<file path="src/design/mm_pkg.sv">
package mm_pkg;

    localparam int MAX_DIM     = 8;
    localparam int IDX_W       = $clog2(MAX_DIM);
    localparam int ADDR_W      = 2 * IDX_W;
    localparam int DEPTH       = MAX_DIM * MAX_DIM;
    localparam int DATA_W      = 32;
    localparam int DIM_W       = 4;
    localparam int QUEUE_DEPTH = 4;
    localparam int PADDR_W     = 4;
    localparam int PDATA_W     = 32;
    localparam int REG_IDX_W   = 2;

    localparam logic [REG_IDX_W-1:0] REG_ROWS_A     = 2'd0;
    localparam logic [REG_IDX_W-1:0] REG_INNER_SIZE = 2'd1;
    localparam logic [REG_IDX_W-1:0] REG_ROWS_B     = 2'd2;
    localparam logic [REG_IDX_W-1:0] REG_COLS_B     = 2'd3;

    typedef enum logic [1:0] {
        OP_LOAD_A  = 2'd0,
        OP_LOAD_B  = 2'd1,
        OP_COMPUTE = 2'd2
    } t_op;

    typedef struct packed {
        t_op               op;
        logic [ADDR_W-1:0] addr;
        logic [DATA_W-1:0] value;
    } t_cmd;

    typedef struct packed {
        logic [DIM_W-1:0] rows_a;
        logic [DIM_W-1:0] inner_size;
        logic [DIM_W-1:0] rows_b;
        logic [DIM_W-1:0] cols_b;
    } t_dims;

    // tag that travels with each read through the multiply-accumulate pipe
    typedef struct packed {
        logic             valid;
        logic             kfirst;
        logic             klast;
        logic             last;
        logic             err;
        logic [IDX_W-1:0] row;
        logic [IDX_W-1:0] col;
    } t_tag;

    // dimension register to last walk index: 0 acts as 1, above MAX_DIM as MAX_DIM
    function automatic logic [IDX_W-1:0] dim_last(input logic [DIM_W-1:0] d);
        logic [IDX_W-1:0] res;
        if (d == '0) begin
            res = '0;
        end else if (d > DIM_W'(MAX_DIM)) begin
            res = IDX_W'(MAX_DIM - 1);
        end else begin
            res = IDX_W'(d - DIM_W'(1));
        end
        return res;
    endfunction

endpackage

</file>
<file path="src/design/mm_queue.sv">
module mm_queue
    import mm_pkg::*;
(
    input  logic i_clk,
    input  logic i_rst_n,
    input  logic i_push,
    input  t_cmd i_cmd,
    output logic o_ready,
    output logic o_valid,
    output t_cmd o_cmd,
    input  logic i_pop
);

    localparam int PTR_W = $clog2(QUEUE_DEPTH);

    t_cmd               r_buf [QUEUE_DEPTH];
    logic [PTR_W-1:0]   r_wptr, n_wptr;
    logic [PTR_W-1:0]   r_rptr, n_rptr;
    logic [PTR_W:0]     r_count, n_count;
    logic               push_ok;
    logic               pop_ok;

    assign o_ready = (r_count != (PTR_W + 1)'(QUEUE_DEPTH));
    assign o_valid = (r_count != '0);
    assign o_cmd   = r_buf[r_rptr];
    assign push_ok = i_push && o_ready;
    assign pop_ok  = i_pop && o_valid;

    always_comb begin
        n_wptr  = push_ok ? PTR_W'(r_wptr + PTR_W'(1)) : r_wptr;
        n_rptr  = pop_ok ? PTR_W'(r_rptr + PTR_W'(1)) : r_rptr;
        n_count = r_count;
        if (push_ok && !pop_ok) begin
            n_count = r_count + (PTR_W + 1)'(1);
        end else if (pop_ok && !push_ok) begin
            n_count = r_count - (PTR_W + 1)'(1);
        end
    end

    always_ff @(posedge i_clk) begin
        if (!i_rst_n) begin
            r_wptr  <= '0;
            r_rptr  <= '0;
            r_count <= '0;
        end else begin
            r_wptr  <= n_wptr;
            r_rptr  <= n_rptr;
            r_count <= n_count;
        end
        if (push_ok) begin
            r_buf[r_wptr] <= i_cmd;
        end
    end

endmodule

</file>
<file path="config.mk">
export PLATFORM = sky130hd
export DESIGN_NAME = mm_queue
export DESIGN_NICKNAME = d
export VERILOG_FILES = /design/src/design/mm_pkg.sv /design/src/design/mm_queue.sv
export SDC_FILE = /design/constraint.sdc
export NUM_CORES = 1
export LEC_CHECK = 0
export BUFFER_PORTS_ARGS = -buffer_cell sky130_fd_sc_hd__buf_2
export CAP_MARGIN = 20
export CORE_UTILIZATION = 57
export DETAILED_ROUTE_END_ITERATION = 6
export PLACE_DENSITY = 0.79
export SLEW_MARGIN = 10
export SYNTH_ARGS = -nofsm -noshare
export SYNTH_HDL_FRONTEND = slang
export SYNTH_SLANG_ARGS = --single-unit
</file>
<file path="constraint.sdc">
create_clock -name i_clk -period 3.1 [get_ports i_clk]
set_clock_uncertainty 0.15 [all_clocks]
set_input_delay 0.31 -clock i_clk [delete_from_list [all_inputs] [get_ports i_clk]]
set_output_delay 0.31 -clock i_clk [all_outputs]
set_load 0.05 [all_outputs]
</file>
==> metrics, run 1 <==
Worst R2R Path Depth=8; count leader, synth=edfxtp_1; PD cells=between 900 and 1000 nW/um^2; pre-CTS WS=between 0.6 and 0.7 ns; Rows=38; clk root buf=clkbuf_8; Placed Area=6913 um^2; Post-DRT Antenna Nets=0; Layout area overhead=25.69%; CP Launch Type=register; Pint=~4.8 mW; worst-skew pair later-pin latency=about 0.52 ns; HP Class=in2reg; r2r setup slk=roughly 0.64 ns; Initial Util=around 58%; final worst-path setup slack=approximately 0.43 ns; GRT busiest layer=met2; CP Max Fanout=21; adder-cell share of the synthesized area=1.308%; die footprint=about 11000 um^2; TNS Setup=0 ns; DRC viols=0; gr usage total=a little over a fifth; Worst Tran Pin Value=0.5255 ns; post-synthesis mux area share=roughly 15%; # diodes=0; Global Route met2 Usage=between 30% and 40%; Final Total Pwr=about 7.3 mW; met3 Resource Use GR=about 6.3%; Tmin final=around 2.7 ns; Mean Syn Cell Area=roughly 25 um^2; WL final=about 11000 um; Switch Pwr=roughly 2.5 mW; clock sink count=approximately 170; floorplan core area=10790 um^2; Placed Cells=481; Top FF cell, synth=edfxtp_1; Synth area leader=edfxtp_1; post-CTS sizing=0; number of vias per cell=approximately 5.5; wire per inst=approximately 20 um; mapped cell area=about 6300 um^2; fin cells=roughly 550; fillers=around 600; CTS tree=done; WS Path Type=reg2out; area share of the largest cell type after synthesis=76.11%; share of cells above drive strength 1=approximately two fifths; max-cap viol count=0; initial antenna violation count=0; post-CTS setup buffers=0; Flop pwr share=between 40% and 50%; Starting DRT DRC Count=between 200 and 250; xor/xnor share of the synthesized area=less than 1%; pin count of the biggest net entering global routing=30; Die H=107.2 um; crit path cell chain=buf_12 -> mux4_2 -> buf_2; Hold WS=between 0.08 and 0.09 ns; final net count=451; vias in the first global route=3267; #FFs+latches synth=169; Final Wtd Congestion=around 0.7; Top-Level Pins=86; Peak supply drop=0.0007068 V; Fmax achieved=374.1 MHz; GRT met1 Usage=approximately 28%; largest family of logic cells by synthesized area=multiplexers; H-Tree Depth=4; final setup fails=0; register area share after synthesis=between 70 and 80%; HPWL after DPL=around 6500 um; Synth Area in Simple Gates=around 1.4%; RR Startpoint=r_count[0]$_SDFFE_PN0P_; largest incremental delay on the critical path=~0.62 ns; worst reg2reg path endpoint=r_count[2]$_SDFFE_PN0P_; GRT overflow=0; status=complete, no violations; Worst path slowest cell=dfxtp_4; DRT Pass-1 Iters=4; top cells by count, synth=160 x edfxtp_1, 40 x mux4_2, 9 x dfxtp_1; Port Buffers=85; Pleak=between 2 and 3 nW; Final Hold Vio Count=0; Vias=approximately 3100; fin. max-slew vios=0; CP Data Arrival Time=roughly 2.2 ns; combinational fraction of design power=30.1%; compound-gate portion of the synthesized area=0.9713%; RSZ-0062 raised after global routing=false; Worst Path Required=2.64 ns; period utilisation layout=a little under nine tenths; top post-synthesis cells by area=edfxtp_1 76%, mux4_2 14%, dfxtp_1 2.9%, buf_12 1.3%, ha_1 0.99%; Async SR Flop Fraction=0%; first-pass GRT wire length=17480 um; sw frac=between 30% and 40%; count of flip-flops with a built-in enable after synthesis=160; Setup crit end=o_cmd[12]; final core utilization=approximately three quarters; Design Area, Final=a little under 8000 um^2; Syn Inst Count=roughly 260; clock share of power=29.5%; Slew Limit Headroom=about 65%; syn nets=between 300 and 400; Ys Warns=0; Worst-path clk slew=0.06 ns; Inserted Clock Buffers=17; Longest Clk Path Bufs=2; Die Wd=~110 um; Worst Setup End Kind=output pin; Unique masters post-synth=23
[worst max-delay path, delay by kind of cell, from the launching register on]
family   cells  cell delay (ns)
buf+inv      2             0.50
flops        1             0.62
mux          1             0.55
[how the worst min path moves through the flow]
stage | start | end | slack, ns | depth (start not counted)
after detailed placement | r_wptr[0]$_SDFFE_PN0P_ | r_wptr[0]$_SDFFE_PN0P_ | 0.35 | 2
after floorplan | i_cmd[0] | r_buf[0][0]$_DFFE_PP_ | 0.26 | 0
after CTS | i_pop | register | 0.07 | 4
final | i_push | r_wptr[1]$_SDFFE_PN0P_ | 0.09 | 3
after global routing | i_pop | register | 0.08 | 4
after global placement | r_wptr[1]$_SDFFE_PN0P_ | r_wptr[1]$_SDFFE_PN0P_ | 0.34 | 2
[power by group through the flow]
stage / combinational, mW / sequential [mW] / clock, mW
floorplan: 1.87 / 2.89 / 0
global placement: 2.16 / 2.99 / 0
detailed placement: 2.17 / 3.00 / 0
CTS: 2.23 / 2.96 / 2.19
global route: 2.32 / 2.99 / 2.28
finish: 2.20 / 2.95 / 2.16
[metal layers]
metal	vias up	routed length (um)
met2	118	5863
met5	-	0
met4	0	127
met1	1578	4636
met3	9	657
li1	1368	-
[sequential cells by signal, summed over array words and instances, names as in the netlist, named ones only]
| signal | cells |
|---|---|
| r_rptr | 2 |
| r_buf | 160 |
| r_wptr | 2 |
| r_count | 3 |
[cell type report]
class                      count  area [um^2]  share of cell area, %
timing repair buffer         135        940.9                  11.86
multi-input combinational     75         1206                  15.20
sequential                   169         4990                  62.89
inverter                       3        11.26                 0.1419
clock buffer                  17        414.1                  5.220
tap                          140        175.2                  2.208
clock inverter                15        196.4                  2.476
[cells in the final DEF (no fill, tap or decap), types with 2 or more instances in the layout]
master,count
clkinv_1,2
and2_2,4
dlygate4sd3_1,41
buf_12,3
clkinv_2,2
or3_1,2
mux4_2,40
mux2i_1,3
and2_1,4
ha_1,5
inv_6,5
edfxtp_1,160
inv_1,3
buf_4,6
dfxtp_1,7
clkbuf_16,16
clkinvlp_4,2
nand2_1,5
buf_2,85
bufinv_16,4
xnor2_1,3
[repair_timing]
item                                   4_1_cts  5_1_grt
endpoints found under the hold margin      167        0
setup endpoints to repair                    0        0
hold buffers                                41        0
[kinds of logic after synthesis]
family / after synthesis
buffers and inverters: 13
AO/OA/AOI/OAI: 5
flip-flops: 169
AND/OR/NAND/NOR: 17
multiplexers: 43
adder cells (fa/ha/maj): 6
XOR/XNOR: 4
No activity file was read; power rests on OpenSTA's default activity.
==> run 2: changes to the inputs <==
- clock period: 3.1 -> 2.7 ns (I/O delays scaled with it)
==> run 2 against run 1 <==
Net effect: sequential share of layout area is 0.18 points higher; non-clock buffer count grew 1; die area unchanged; clock-buffer cell count increased by 6; global-route usage is 0.83 points lower; critical path depth did not move; combinational power grew 17%; register-to-register slack lost 0.26 ns; routed wire length fell by 4.8%; highest routed layer unchanged; sequential cell count unchanged; setup slack worse by 0.23 ns.
==> metrics, run 2 (synthesis gave the netlist of run 1 again) <==
depth of the worst hold-timing path=4 (+1); Inserted Clock Buffers=17 (unchanged); Tmin final=approximately 2.5 ns; Biggest register=r_buf; Worst Path Required=2.28 ns (-0.36 ns); Layout area overhead=25.33%; Slew Limit Headroom=70.59% (+5.6 points); max-cap viol count=0 (unchanged); fin cells=555 (+0.18%); Port Buffers=85 (unchanged); WL final=10750 um (-4.8%); Longest Clk Path Bufs=2 (unchanged); period utilisation layout=between 90% and 100%; final net count=452 (+0.22%); wire per inst=19.36 um (-4.9%); clk root buf=clkbuf_8; max FFs per register=160 (unchanged); Die H=107.2 um (unchanged); CTS tree=done; final setup fails=0 (unchanged); gr usage total=20.93% (-0.83 points); status=complete, no violations; RSZ-0062 raised after global routing=false; Regs by FF count=r_buf: 160 flops, r_count: 3 flops; final worst-path setup slack=0.1919 ns (-0.2349 ns); Flop pwr share=41.2% (+0.8 points); Rows=38 (unchanged); most common cell after layout, fill and taps aside=edfxtp_1; Worst-path clk slew=0.06 ns (about the same); Pint=5.435 mW (+12%); vias in the first global route=3154 (-3.5%); Hold WS=0.03818 ns (-0.05053 ns); H-Tree Depth=4 (unchanged); Worst Setup End Kind=output pin; DRC viols=0 (unchanged); Initial Util=58.49% (unchanged); Final Total Pwr=8.191 mW (+12%); r2r setup slk=0.38 ns (-0.26 ns); WS Path Type=reg2out; share of cells above drive strength 1=41.20% (-0.58 points); Post-DRT Antenna Nets=0 (unchanged); # diodes=0 (unchanged); HPWL after DPL=6191 um (-5.2%); Die Wd=107.2 um (unchanged); Vias=2986 (-2.8%); Starting DRT DRC Count=191 (-16%); Pleak=2.730 nW (-0.50%); CP Launch Type=register; DRT Pass-1 Iters=4 (unchanged); clock share of power=27.4% (-2.1 points); Worst Tran Pin Value=0.4412 ns (-0.08431 ns); sw frac=33.65% (-0.16 points); Final Wtd Congestion=0.7078 (+1.7%); pin count of the biggest net entering global routing=41 (+37%); HP Start=i_pop; commonest non-fill, non-tap cells in the layout=160 x edfxtp_1, 85 x buf_2, 41 x dlygate4sd3_1, 40 x mux4_2, 16 x clkbuf_16; Switch Pwr=2.757 mW (+12%); Placed Cells=482 (+0.21%); fin. max-slew vios=0 (unchanged); Peak supply drop=0.0006308 V (-11%); CP Data Arrival Time=2.09 ns (-0.12 ns); Worst R2R Path Depth=8 (unchanged); Top-Level Pins=86 (unchanged); Final Hold Vio Count=0 (unchanged); pre-CTS WS=0.3887 ns (-0.2237 ns); PD cells=1035 nW/um^2 (+12%); die footprint=11500 um^2 (unchanged); clock sink count=169 (unchanged); combinational fraction of design power=31.4% (+1.3 points); worst reg2reg path endpoint=r_count[2]$_SDFFE_PN0P_; RR Startpoint=r_count[0]$_SDFFE_PN0P_; number of vias per cell=5.380 (-3.0%); floorplan core area=10790 um^2 (unchanged); TNS Setup=0 ns (unchanged); Fmax achieved=398.7 MHz; initial antenna violation count=0 (unchanged); worst-skew pair later-pin latency=0.52 ns (about the same); CP Max Fanout=16 (-24%); HP Class=in2reg; GRT overflow=0 (unchanged); first-pass GRT wire length=16860 um (-3.5%)
-- run 2: cell type report --
cell class                 instances  area [um^2]
tap                              140        175.2
fill                             619         2882
clock buffer                      23        456.7
inverter                           3        11.26
clock inverter                     9        98.84
sequential                       169         4990
multi-input combinational         75         1206
timing repair buffer             136        973.4
-- run 2: repair_timing --
action	in CTS	in global routing
hold endpoints to repair	169	0
gates resized for setup	0	0
hold buffers	41	0
setup buffers	0	0
-- run 2: through the flow --
step / instance area (um^2) / utilization [%]
final: 7911 / 73.30
after floorplan: 6312 / -
after CTS: 7911 / 73.30
after detailed placement: 6945 / 64.35
after global routing: 7911 / 73.30
after global placement: 6945 / 64.35
-- run 2: worst max-delay path, cell delays in order, from the launching register on --
cell	delay, ns
dfxtp_4	0.55
buf_12	0.23
mux4_2	0.54
buf_2	0.23
-- run 2: worst max-delay path by stage --
stage | endpoint | slack, ns | startpoint
finish | o_cmd[24] | 0.19 | register
global route | o_cmd[24] | 0.05 | register
CTS | o_cmd[24] | 0.13 | register
detailed placement | r_count[2]$_SDFFE_PN0P_ | 0.39 | r_count[0]$_SDFFE_PN0P_
global placement | r_count[2]$_SDFFE_PN0P_ | 0.51 | r_count[0]$_SDFFE_PN0P_
floorplan | r_buf[0][0]$_DFFE_PP_ | 0.28 | r_count[0]$_SDFFE_PN0P_
-- run 2: power by group through the flow --
stage	sequential, mW	clock, mW	combinational [mW]
detailed placement	3.43	0	2.55
floorplan	3.32	0	2.15
finish	3.37	2.25	2.57
CTS	3.38	2.28	2.61
global route	3.41	2.39	2.70
global placement	3.41	0	2.51
-- run 2: per-layer routing --
layer / track usage [%] / wire, um
met4: 7.730 / 74
met3: 6.687 / 611
met2: 33.64 / 5558
met5: 0 / 0
met1: 26.99 / 4500
