File: src/design/mm_pkg.sv
package mm_pkg;

    localparam int MAX_DIM     = 8;
    localparam int IDX_W       = $clog2(MAX_DIM);
    localparam int ADDR_W      = 2 * IDX_W;
    localparam int DEPTH       = MAX_DIM * MAX_DIM;
    localparam int DATA_W      = 32;
    localparam int DIM_W       = 4;
    localparam int QUEUE_DEPTH = 4;
    localparam int PADDR_W     = 4;
    localparam int PDATA_W     = 32;
    localparam int REG_IDX_W   = 2;

    localparam logic [REG_IDX_W-1:0] REG_ROWS_A     = 2'd0;
    localparam logic [REG_IDX_W-1:0] REG_INNER_SIZE = 2'd1;
    localparam logic [REG_IDX_W-1:0] REG_ROWS_B     = 2'd2;
    localparam logic [REG_IDX_W-1:0] REG_COLS_B     = 2'd3;

    typedef enum logic [1:0] {
        OP_LOAD_A  = 2'd0,
        OP_LOAD_B  = 2'd1,
        OP_COMPUTE = 2'd2
    } t_op;

    typedef struct packed {
        t_op               op;
        logic [ADDR_W-1:0] addr;
        logic [DATA_W-1:0] value;
    } t_cmd;

    typedef struct packed {
        logic [DIM_W-1:0] rows_a;
        logic [DIM_W-1:0] inner_size;
        logic [DIM_W-1:0] rows_b;
        logic [DIM_W-1:0] cols_b;
    } t_dims;

    // tag that travels with each read through the multiply-accumulate pipe
    typedef struct packed {
        logic             valid;
        logic             kfirst;
        logic             klast;
        logic             last;
        logic             err;
        logic [IDX_W-1:0] row;
        logic [IDX_W-1:0] col;
    } t_tag;

    // dimension register to last walk index: 0 acts as 1, above MAX_DIM as MAX_DIM
    function automatic logic [IDX_W-1:0] dim_last(input logic [DIM_W-1:0] d);
        logic [IDX_W-1:0] res;
        if (d == '0) begin
            res = '0;
        end else if (d > DIM_W'(MAX_DIM)) begin
            res = IDX_W'(MAX_DIM - 1);
        end else begin
            res = IDX_W'(d - DIM_W'(1));
        end
        return res;
    endfunction

endpackage

File: src/design/mm_front.sv
module mm_front
    import mm_pkg::*;
(
    input  logic               i_clk,
    input  logic               i_rst_n,
    input  logic               i_valid,
    output logic               o_ready,
    input  logic [1:0]         i_op,
    input  logic [IDX_W-1:0]   i_row,
    input  logic [IDX_W-1:0]   i_col,
    input  logic [DATA_W-1:0]  i_value,
    output logic               o_push,
    output t_cmd               o_cmd,
    input  logic               i_q_ready
);

    logic r_valid;
    t_cmd r_cmd;
    logic accept;
    logic known_op;

    assign o_ready = !r_valid || i_q_ready;
    assign accept  = i_valid && o_ready;
    assign o_push  = r_valid;
    assign o_cmd   = r_cmd;

    // the unused op code is dropped here and never reaches the queue
    always_comb begin
        unique case (t_op'(i_op))
            OP_LOAD_A, OP_LOAD_B, OP_COMPUTE: known_op = 1'b1;
            default:                          known_op = 1'b0;
        endcase
    end

    always_ff @(posedge i_clk) begin
        if (!i_rst_n) begin
            r_valid <= 1'b0;
        end else if (accept) begin
            r_valid <= known_op;
        end else if (i_q_ready) begin
            r_valid <= 1'b0;
        end
        if (accept) begin
            r_cmd.op    <= t_op'(i_op);
            r_cmd.addr  <= {i_row, i_col};
            r_cmd.value <= i_value;
        end
    end

endmodule

File: config.mk
export PLATFORM = sky130hd
export DESIGN_NAME = mm_front
export DESIGN_NICKNAME = d
export VERILOG_FILES = /design/src/design/mm_pkg.sv /design/src/design/mm_front.sv
export SDC_FILE = /design/constraint.sdc
export NUM_CORES = 1
export LEC_CHECK = 0
export ABC_AREA = 1
export BUFFER_PORTS_ARGS = -buffer_cell sky130_fd_sc_hd__buf_2
export CORE_UTILIZATION = 38
export CTS_BUF_LIST = sky130_fd_sc_hd__clkbuf_2 sky130_fd_sc_hd__clkbuf_4 sky130_fd_sc_hd__clkbuf_8
export CTS_CLUSTER_DIAMETER = 80
export DETAILED_ROUTE_END_ITERATION = 12
export PLACE_DENSITY = 0.77
export SLEW_MARGIN = 0
export SYNTH_ARGS = -nofsm -noshare
export SYNTH_HDL_FRONTEND = slang
export SYNTH_SLANG_ARGS = --single-unit
File: constraint.sdc
create_clock -name i_clk -period 4 [get_ports i_clk]
set_clock_uncertainty 0.1 [all_clocks]
set_input_delay 0.8 -clock i_clk [delete_from_list [all_inputs] [get_ports i_clk]]
set_output_delay 0.8 -clock i_clk [all_outputs]
set_load 0.05 [all_outputs]
==> results of run 1 <==
[final timing paths]
path	end	slack [ns]
worst min register to register	o_push$_SDFFE_PN0P_	0.45
worst max register to register	o_cmd[19]$_DFFE_PP_	2.30
worst max-delay path	o_ready	1.84
worst min-delay path	o_push$_SDFFE_PN0P_	0.45
[state kept, by name, indices dropped and copies added, names as in the netlist]
register and flops:
o_cmd 40, o_push 1
[kinds of logic after synthesis]
kind of cell	Yosys count	share of synthesized area (%)
AOI/OAI and AO/OA	2	1.29
buffers and inverters	2	0.596
and+or+nand+nor	3	1.09
DFF	41	97.0
[critical path: cells and delay by family]
kind	cells	cell delay, ns
buffers and inverters	3	0.39
and+or+nand+nor	1	0.06
[routing by layer]
layer | vias up | GRT usage, % | part of all wire (%) | wire length, um
met3 | 2 | 6.77 | 13 | 274
met1 | 345 | 12.0 | 38 | 802
li1 | 370 | - | - | -
met4 | 0 | 4.98 | 0.33 | 7
met5 | - | 0 | 0 | 0
met2 | 56 | 18.8 | 49 | 1040
[power by group]
part,internal (uW),switching (uW),total [uW]
sequential,501,5.83,507
combinational,33.5,113,146
clock,70.7,114,184
[final cells by class]
cell class | count | area, sq um
clock buffers | 6 | 45.0
clock inverters | 1 | 3.75
multi-input cells | 5 | 41.3
repair buffers | 86 | 433
fillers | 264 | 1300
flip-flops and latches | 41 | 1220
well taps | 44 | 55.1
inverters | 2 | 7.51
[cells in the mapped netlist, drive strengths merged]
cell type,count
dfxtp,1
inv,2
edfxtp,40
a21oi,1
nand2,3
a21boi,1
[through the flow]
step	hold slack (ns)	setup WS, ns
final	0.446	1.84
after global routing	0.464	1.82
after CTS	0.447	1.84
after detailed placement	0.428	1.72
after global placement	0.412	1.81
after floorplan	0.799	0.702
==> impl.org, run 1 <==
** Power
- Cell area power density :: 464 mW/mm^2
- Across the VDD grid, the largest voltage drop is 0.000252 V.
- In this run the static leakage power is 0.000791 uW.
- Overall Power :: 838 uW

** Clock tree
- Clock latency on the worst-skew pair, taken at its later pin, is 0.33 ns.
- Buffer type at the clock tree root :: clkbuf_4
- CTS max path bufs :: 2
- The number of gates resized after CTS was 0.
- H-tree Lvls :: 2
- Clock tree synthesis inserted a total of 5 buffers.
- After clock tree synthesis, the clock-pin slew on the worst setup and hold paths is 0.11 ns.
- Number of post-CTS setup repair buffers :: 0
- CTS saw 41 sinks.
- TritonCTS built the clock tree.
- CTS Hold Bufs :: 0

** Worst setup path
- The critical path is of the input port to output pin type.
- STA classifies the critical path startpoint as an input port.
- For this design, the slowest cell found on the critical path is buf_2.
- Crit. Startpoint :: i_q_ready
- Depth of the worst register-to-register path :: 2
- Kind of capture point of the worst setup path :: output pin
- Cell Chain, Critical Path :: buf_2 -> inv_2 -> nand2_2 -> buf_2
- The cell that appears most often on the critical path is buf_2.
- CP Data Required Time :: 3.10 ns
- Worst Path Max Fanout :: 2
- For this run, the slowest stage of the critical path takes 0.26 ns.
- Data on the critical path arrives at its endpoint at 1.26 ns.
- The worst register-to-register path begins at o_push$_SDFFE_PN0P_.

** Detailed routing
- Detailed Route Iter0 Violations :: 4
- Post-DR vias/cell :: 4.18
- # DRC :: 0
- After detailed routing, the average wire length per cell comes to 11.5 um.
- Detailed-routing iteration count for the pre-antenna-repair pass :: 2
- The count of nets left with antenna violations once routing finished came out at 0.
- DR vias :: 773
- DRT Wirelength :: 2130 um

** Finish
- Leaving out fill and tap cells, the most frequent cell in the layout is buf_2.
- Ant diodes :: 0
- Post-synthesis to final-layout area growth :: 43.5%
- For this run, the share of the core covered by cells in the final layout is 58.2%.
- Nets :: 185
- Cells with a size suffix above 1 make up 68.1% of the layout.
- Excluding fillers, the count of instances in the completed layout stands at 185.
- Leaving out fill and tap cells, the most frequent cells in the layout are buf_2, edfxtp_1, clkbuf_4.
- Final Cell Area :: 0.00181 sq mm

** Die
- Area of the core :: 0.00310 sq mm
- Horizontal die dimension :: 59.6 um
- Die area :: 0.00355 sq mm
- The floorplan step set the die height to 59.6 um.
- Placement Rows :: 20
- 86 I/O pins were placed.
- Initial Utilization :: 40.6%

** Global route
- Pin count of the biggest net entering global routing :: 24
- Number of antenna violations at the first check in global routing :: 0
- The via count of the first global-routing pass was 684.
- Wire length of the first global-routing pass :: 2780 um
- Global routing used 11.5% of the available tracks across all layers.
- Summed over all layers, the global routing overflow is 0.

** Hold path
- Class of the most critical hold timing path :: flop to flop
- The worst hold path passes through 2 cells.
- Worst Hold Launch :: o_push$_SDFFE_PN0P_

** Synthesis
- Number of warnings printed during yosys synthesis :: 0
- The largest total area in the synthesized netlist belongs to edfxtp_1.
- Synthesis handed over a netlist of 48 instances.
- Post-synthesis sequential area ratio :: 97.0%
- Summed over its instances, the top area cell type makes up 95.4% of the synthesized netlist area.
- Syn_nets :: 92
- Largest cells by area after synthesis :: edfxtp_1, dfxtp_1, a21oi_2
- Netlist area before placement :: 0.00126 sq mm
- Synthesis instantiated 8 different standard cells from the library.
- Synthesis inferred 41 register bits.
- A synthesized cell averages 26.2 sq um.

** STA
- Sum of negative setup slack :: 0 ns
- Count of endpoints failing hold in the final timing report :: 0
- Transition time at the pin with the least slew margin :: 0.586 ns
- The final critical path takes up 53.9% of the cycle.
- Max Fclk :: 464 MHz
- Subtracting the final worst setup slack from the clock period gives 2.16 ns.
- Count of final max-slew check failures :: 0
- Final setup viols :: 0
- Headroom to the max-slew limit :: 60.8%
- Unrepaired setup endpoints after global routing :: false

** Placement
- At the end of routability-driven placement, the weighted congestion stood at 0.705.
- Placed Instances :: 178
- After legalization and detailed placement, the total HPWL measured 1640 um.
- Input and output buffers added on the ports amount to 85.
- Cell Area, Placed :: 0.00176 sq mm

** Job
- # Max-Cap Violations :: 0

** Run status
- The run finished with clean final reports.
No activity file was read; power rests on OpenSTA's default activity.
==> inputs of run 2 (changes only) <==
- CORE_UTILIZATION: 38 -> 42
- PLACE_DENSITY: 0.77 -> 0.81
- clock period: 4 -> 2.05 ns (I/O delays scaled with it)
==> impl.org, run 2 (synthesis gave the netlist of run 1 again) <==
** Run status
- Status :: complete, but fails checks (was finished, final reports clean)
- Violated checks :: design-rule violations

** Placement
- Count of input and output buffers :: 85 (unchanged)
- Half-perimeter wire length after detailed placement :: 1660 um (was 1640 um)
- Routability Congestion :: 0.686 (was 0.705)
- The number of placed cells counting well taps came to 166 (was 178).

** Power
- Sw Share :: 27.2% (was 27.8%)
- The internal power came to 1300 uW (was 605 uW).
- The leakage power was 0.000808 uW (was 0.000791 uW).
- The maximum vdd ir drop is 0.000597 V (was 0.000252 V).
- The part of the power in combinational logic was 16.2% (was 17.5%).
- Cell area power density :: 976 mW/mm^2 (was 464 mW/mm^2)
- Part of the power in registers :: 55.3% (was 60.5%)
- Fraction of power consumed by the clock network :: 28.5% (was 22.0%)
- The switching power is 486 uW (was 233 uW).

** STA
- The number of endpoints failing setup at the final stage came to 0 (unchanged).
- The final number of hold-violating endpoints came to 0 (unchanged).
- Unrepaired setup endpoints after global routing :: false (unchanged)
- The routed design could run at a clock period as short as 1.58 ns.
- Of the available clock period, the critical path in the final layout requires 77.0%.
- Max Fclk :: 634 MHz
- Count of final max-slew check failures :: 0 (unchanged)
- Transition time at the pin with the least slew margin :: 0.303 ns (was 0.586 ns)
- The headroom to the max-slew limit came to 79.8% (was 60.8%).
- Sum of negative setup slack :: 0 ns (unchanged)
- The worst hold margin came to 0.135 ns (was 0.446 ns).

** Finish
- Core utilization of the finished layout :: 65.3% (was 58.2%)
- The total inserted antenna cells was 0 (unchanged).
- The number of flip-flops under the largest register name was 40 (unchanged).
- The fraction of final layout cells sized beyond drive strength 1 came to 69.2% (was 68.1%).
- Number of inserted filler cells in the final layout :: 219 (was 264)
- Top library cells by usage in the layout, fill and taps aside: buf_2, edfxtp_1, clkbuf_4 (unchanged).
- The most common cell after layout, fill and taps aside is buf_2 (unchanged).
- Nets :: 186 (was 185)
- The final standard cell count with taps included and fillers excluded was 174 (was 185).
- Post-synthesis to final-layout area growth :: 45.6% (was 43.5%)

** Global route
- The maximum number of pins on one net before global-route repair was 26 (was 24).
- The combined global-route utilization of all metal layers is 14.9% (was 11.5%).
- The initial antenna violation count was 0 (unchanged).
- Vias in the first global route :: 788 (was 684)
- The leftover overflow at the end of global routing is 0 (unchanged).
- The global-route wire length before repair was 3330 um (was 2780 um).

** Clock tree
- The number of sinks driven by the clock tree is 41 (unchanged).
- TritonCTS clock tree :: done (unchanged)
- The post-CTS setup repair buffer count came to 0 (unchanged).
- Clock slew at the register clock pins of the worst setup and hold paths :: 0.12 ns (was 0.11 ns)
- Cts bufs inserted :: 5 (unchanged)
- Number of cells upsized or downsized after cts :: 0 (unchanged)
- The buffer type at the clock tree root is clkbuf_4 (unchanged).
- The clock insertion delay at the later pin of the skew report is 0.33 ns (about the same).
- CTS max path bufs :: 2 (unchanged)
- H-tree Lvls :: 2 (unchanged)
- CTS Hold Bufs :: 0 (unchanged)

** Worst setup path
- The largest fanout of any net on the critical path is 3 (was 2).
- The endpoint type of the worst setup path was an output pin (unchanged).
- The reg-to-reg setup timing slack is 0.76 ns (was 2.30 ns).
- The classification of the worst setup path is flop to output pin (was input port to output pin).
- The data required time of the worst path is 1.54 ns (was 3.10 ns).
- The critical path data arrival time is 1.07 ns (was 1.26 ns).
- Crit start category :: flop (was input port)

** Die
- Area of the core :: 0.00281 sq mm (was 0.00310 sq mm)
- Die area :: 0.00322 sq mm (was 0.00355 sq mm)
- The count of pins on the block boundary came to 86 (unchanged).
- The die outline height is 56.7 um (was 59.6 um).
- The floorplan row count is 19 (was 20).
- The horizontal die dimension was 56.7 um (was 59.6 um).
- The effective utilization at floorplan is 44.9% (was 40.6%).

** Hold path
- Class of the most critical hold timing path :: input port to flop (was flop to flop)

** Detailed routing
- The number of DRC markers after the initial detailed-route iteration was 19 (was 4).
- The detailed-route DRC error count was 8 (was 0).
- The detailed-routing iteration count for the pre-antenna-repair pass is 8 (was 2).
- Average wire per standard cell :: 12.6 um (was 11.5 um)
- The final wirelength was 2190 um (was 2130 um).
- The number of vias per cell after detailed routing was 4.58 (was 4.18).
- The number of vias after detailed routing came to 797 (was 773).
- Residual antenna-violating net count after detailed routing :: 0 (unchanged)

** Job
- The count of max-cap constraint violations is 0 (unchanged).
run 2: cell types whose count changed in the layout (fill, tap and decap cells not counted):
| cell | before | now |
|---|---|---|
| buf_4 | 1 | 2 |
| bufinv_16 | 0 | 1 |
| clkbuf_4 | 6 | 5 |
| clkinv_1 | 1 | 0 |
| clkinv_4 | 0 | 1 |
| clkinvlp_4 | 0 | 1 |
run 2: power by group through the flow:
stage	Combinational, uW	Clock (uW)	Sequential [uW]
floorplan	24.4	0	1180
global placement	285	0	1010
detailed placement	290	0	1010
CTS	290	523	990
global route	301	555	995
finish	289	510	989
run 2: layout make-up:
type                       instances  area [sq um]  area share [%]
clock buffer                       5          37.5            2.05
clock inverter                     3          46.3            2.53
inverter                           2          7.51           0.410
multi-input combinational          5          41.3            2.25
sequential                        41          1220            66.6
tap                               31          38.8            2.12
timing repair buffer              87           440            24.0
run 2: per-layer routing:
metal	track usage [%]	share of wire, %	up-vias
li1	-	-	373
met1	11.9	30	366
met2	25.7	51	53
met3	12.0	17	5
met4	6.97	1.8	0
met5	0	0	-
run 2: worst paths after layout:
| kind | from | endpoint | cells past startpoint |
|---|---|---|---|
| max | o_push$_SDFFE_PN0P_ | o_ready | 2 |
| min | i_value[31] | o_cmd[31]$_DFFE_PP_ | 1 |
| max reg2reg | o_push$_SDFFE_PN0P_ | o_cmd[1]$_DFFE_PP_ | 2 |
| min reg2reg | o_push$_SDFFE_PN0P_ | o_push$_SDFFE_PN0P_ | 2 |
run 2: critical path: stages (launching register included):
cell and delay [ns]:
dfxtp_1 0.43, nand2_2 0.09, buf_2 0.21
run 2: per-stage QoR:
stage | power [uW] | worst slack [ns] | cell area, sq um
final | 1790 | 0.472 | 1830
after global routing | 1850 | 0.409 | 1830
after CTS | 1800 | 0.457 | 1830
after detailed placement | 1300 | 0.604 | 1750
after global placement | 1290 | 0.656 | 1750
after floorplan | 1210 | 0.242 | 1270
==> inputs of run 3 (changes only) <==
- ABC_AREA: 1 -> 0
- CORE_UTILIZATION: 42 -> 38
- PLACE_DENSITY: 0.81 -> 0.77
- clock period: 2.05 -> 1.4 ns (I/O delays scaled with it)
==> impl.org, run 3 <==
** Run status
- Status :: finished, final reports clean (was complete, but fails checks)

** Synthesis
- Netlist area before placement :: 0.00125 sq mm (was 0.00126 sq mm)
- Most common cell in the synthesized netlist :: edfxtp_1 (unchanged)
- Post-synthesis cell type count :: 6 (was 8)
- The count of mapped cells out of synthesis came to 45 (was 48).
- The cell taking the most area after synthesis is edfxtp_1 (unchanged).
- Syn_nets :: 89 (was 92)
- Average size of a mapped cell :: 27.9 sq um (was 26.2 sq um)
- The async set or reset register ratio after synthesis came to 0% (unchanged).
- The flop and latch count out of synthesis came to 41 (unchanged).
- The flip-flop cell with the highest count after synthesis was edfxtp_1 (unchanged).
- Number of warnings printed during yosys synthesis :: 0 (unchanged)
- Post-synthesis sequential area ratio :: 97.3% (was 97.0%)
- The top-area cell type share of the netlist area is 95.7% (was 95.4%).
- Post-synth EDFFs :: 40 (unchanged)
- Largest cells by area after synthesis :: edfxtp_1, dfxtp_1, a21boi_2 (was edfxtp_1, dfxtp_1, a21oi_2)

** Global route
- The maximum number of pins on one net before global-route repair came to 27 (was 26).
- Number of antenna violations at the first check in global routing :: 0 (unchanged)
- Remaining Overflow, GRT :: 0 (unchanged)
- The via count of the first global-routing pass is 773 (was 788).
- Wire length of the first global-routing pass :: 3180 um (was 3330 um)
- Overall global routing resource usage :: 13.6% (was 14.9%)

** Power
- The fraction of power consumed by the clock network is 26.3% (was 28.5%).
- Gate power share :: 19.2% (was 16.2%)
- Net switching power figure :: 696 uW (was 486 uW)
- Max IR drop VDD :: 0.000983 V (was 0.000597 V)
- The leakage power came to 0.000956 uW (was 0.000808 uW).
- The power density over cell area came to 1210 mW/mm^2 (was 976 mW/mm^2).
- The internal power came to 1970 uW (was 1300 uW).
- The share of total power consumed by net switching was 26.1% (was 27.2%).
- Part of the power in registers :: 54.5% (was 55.3%)

** Job
- The count of max-cap constraint violations is 0 (unchanged).

** STA
- The number of endpoints failing setup at the final stage is 0 (unchanged).
- Headroom to the max-slew limit :: 82.7% (was 79.8%)
- Transition time at the pin with the least slew margin :: 0.262 ns (was 0.303 ns)
- Count of endpoints failing hold in the final timing report :: 0 (unchanged)
- The least setup slack across all paths after layout came to 0.0427 ns (was 0.472 ns).
- Post-route fraction of the period consumed by the critical path :: 96.9%
- Timing would allow up to 737 MHz.
- The worst path needs 1.36 ns of the cycle, external delays included.
- The number of slew-limit violations in the final report was 0 (unchanged).

** Finish
- Nets :: 217 (was 186)
- Final Cell Area :: 0.00220 sq mm (was 0.00183 sq mm)
- Top library cells by usage in the layout, fill and taps aside :: buf_2, edfxtp_1, dlygate4sd3_1 (was buf_2, edfxtp_1, clkbuf_4)
- Flip-flop count of the largest register after layout :: 40 (unchanged)
- Post-synthesis to final-layout area growth :: 75.7% (was 45.6%)
- Proportion of layout cells with a drive suffix above 1 :: 56.6% (was 69.2%)
- Core utilization of the finished layout :: 71.0% (was 65.3%)
- Ant diodes :: 0 (unchanged)
- The most common cell after layout, fill and taps aside is buf_2 (unchanged).

** Clock tree
- TritonCTS clock tree :: done (unchanged)
- Clock slew at the register clock pins of the worst setup and hold paths :: 0.11 ns (was 0.12 ns)
- Number of clock sinks :: 41 (unchanged)
- Buffer type at the clock tree root :: clkbuf_4 (unchanged)
- The number of buffers inserted during clock tree synthesis was 5 (unchanged).
- CTS max path bufs :: 2 (unchanged)
- Number of post-CTS setup repair buffers :: 0 (unchanged)
- The total number of H-tree levels is 2 (unchanged).
- The clock insertion delay at the later pin of the skew report came to 0.33 ns (about the same).

** Worst setup path
- The startpoint of the most critical register-to-register path is o_push$_SDFFE_PN0P_ (unchanged).
- The classification of the worst setup path was flop to output pin (unchanged).
- The data required time of the worst path was 1.02 ns (was 1.54 ns).
- The reg-to-reg setup timing slack came to 0.23 ns (was 0.76 ns).
- Worst Path Max Fanout :: 1 (was 3)
- Biggest cell delay along the critical path :: 0.42 ns (was 0.43 ns)
- Crit start category :: flop (unchanged)
- The cell family contributing the most delay on the critical path is flip-flops (unchanged).
- The reg-to-reg endpoint was o_cmd[3]$_DFFE_PP_ (was o_cmd[1]$_DFFE_PP_).
- Cell Chain, Critical Path :: buf_2 (was nand2_2 -> buf_2)
- Kind of capture point of the worst setup path :: output pin (unchanged)
- Buffers and inverters on the worst path :: 1 (unchanged)
- Highest-delay cell along the critical path :: edfxtp_1 (was dfxtp_1)
- The logic depth of the worst register-to-register path came to 3 (was 2).
- The critical path data arrival time was 0.98 ns (was 1.07 ns).

** Hold path
- The worst hold path startpoint was i_value[9] (was i_value[31]).
- Class of the most critical hold timing path :: input port to flop (unchanged)
- Hold worst-path end :: o_cmd[9]$_DFFE_PP_ (was o_cmd[31]$_DFFE_PP_)
- The cell count of the worst hold path is 1 (unchanged).

** Detailed routing
- Detailed-routing iteration count for the pre-antenna-repair pass :: 4 (was 8)
- The number of DRC markers after the initial detailed-route iteration was 23 (was 19).
- The number of vias per cell after detailed routing came to 4.24 (was 4.58).
- # DRC :: 0 (was 8)
- Average wire per standard cell :: 13.5 um (was 12.6 um)
- DRT Wirelength :: 2940 um (was 2190 um)
- Residual antenna-violating net count after detailed routing :: 0 (unchanged)
- DR vias :: 920 (was 797)

** Die
- Initial Utilization :: 40.4% (was 44.9%)
- Area of the core :: 0.00310 sq mm (was 0.00281 sq mm)
- Placement Rows :: 20 (was 19)
- Die area :: 0.00354 sq mm (was 0.00322 sq mm)
- The count of pins on the block boundary is 86 (unchanged).
- Horizontal die dimension :: 59.5 um (was 56.7 um)
- Die span in y :: 59.5 um (was 56.7 um)

** Placement
- The minimum setup slack after placement came to 0.162 ns (was 0.604 ns).
- The count of input and output buffers came to 85 (unchanged).
- The placer's final routability congestion estimate came to 0.617 (was 0.686).
- Cell Area, Placed :: 0.00179 sq mm (was 0.00175 sq mm)
-- run 3: cell types whose count changed after synthesis --
cell	change
a21bo_1	+1
a21boi_0	-1
a21boi_2	+1
a21oi_2	-1
and2_1	+1
inv_1	-1
inv_2	-1
nand2_1	-2
nand2_2	-1
nand2b_1	+1
-- run 3: routing by layer --
metal / vias to the layer above / track usage (%) / share of wire, %
li1: 433 / - / -
met1: 417 / 11.1 / 32
met2: 65 / 24.4 / 55
met3: 5 / 8.08 / 11
met4: 0 / 8.16 / 1.6
met5: - / 0 / 0
-- run 3: area by class of cell --
class                      instances  area (sq um)
sequential                        41          1220
timing repair buffer             121           808
multi-input combinational          4          43.8
clock buffer                       5          37.5
tap                               44          55.1
fill                             217           898
clock inverter                     2          35.0
-- run 3: stage by stage --
| step | hold slack (ns) | power, uW | setup TNS (ns) | cells |
|---|---|---|---|---|
| 2_1_floorplan | 0.279 | 1770 | -2.43 | 45 |
| 3_3_place_gp | 0.356 | 1900 | 0 | 176 |
| 3_5_place_dp | 0.358 | 1910 | 0 | 176 |
| 4_1_cts | 0.0000810 | 2620 | 0 | 188 |
| 5_1_grt | -0.00123 | 2770 | -0.00704 | 217 |
| 6_report | 0.0284 | 2660 | 0 | 217 |
-- run 3: how the worst max path moves through the flow --
stage	from	end	slack (ns)	cells past startpoint
floorplan	o_push$_SDFFE_PN0P_	o_cmd[0]$_DFFE_PP_	-0.06	2
global placement	i_q_ready	o_cmd[33]$_DFFE_PP_	0.18	4
detailed placement	i_q_ready	o_cmd[29]$_DFFE_PP_	0.16	4
CTS	o_push$_SDFFE_PN0P_	o_push	0.04	1
global route	o_cmd[12]$_DFFE_PP_	o_cmd[12]	-0.007	1
finish	o_cmd[12]$_DFFE_PP_	o_cmd[12]	0.04	1
-- run 3: worst register-to-register path: stages, from the launching register on --
cell and delay [ns]:
dfxtp_4 0.37, nand2b_4 0.07, and2_4 0.17, buf_12 0.18
-- run 3: cell families (layout without fill, tap and decap cells) --
group	after synthesis	count (layout)	synth area share (%)
buffers and inverters	0	128	0
AND/OR/NAND/NOR	2	2	0.998
flip-flops	41	41	97.3
AO/OA/AOI/OAI	2	2	1.69
-- run 3: power by group through the flow --
stage | registers (uW) | clock network (uW) | logic, uW
after CTS | 1450 | 721 | 447
after global routing | 1460 | 779 | 534
final | 1450 | 702 | 511
after global placement | 1470 | 0 | 429
after detailed placement | 1480 | 0 | 436
after floorplan | 1730 | 0 | 35.5
-- run 3: repair_timing --
action                                  in CTS  in global routing
hold buffers                                 5                 29
gates resized for setup                      1                  0
endpoints found under the setup margin       1                  0
endpoints found under the hold margin        5                 29
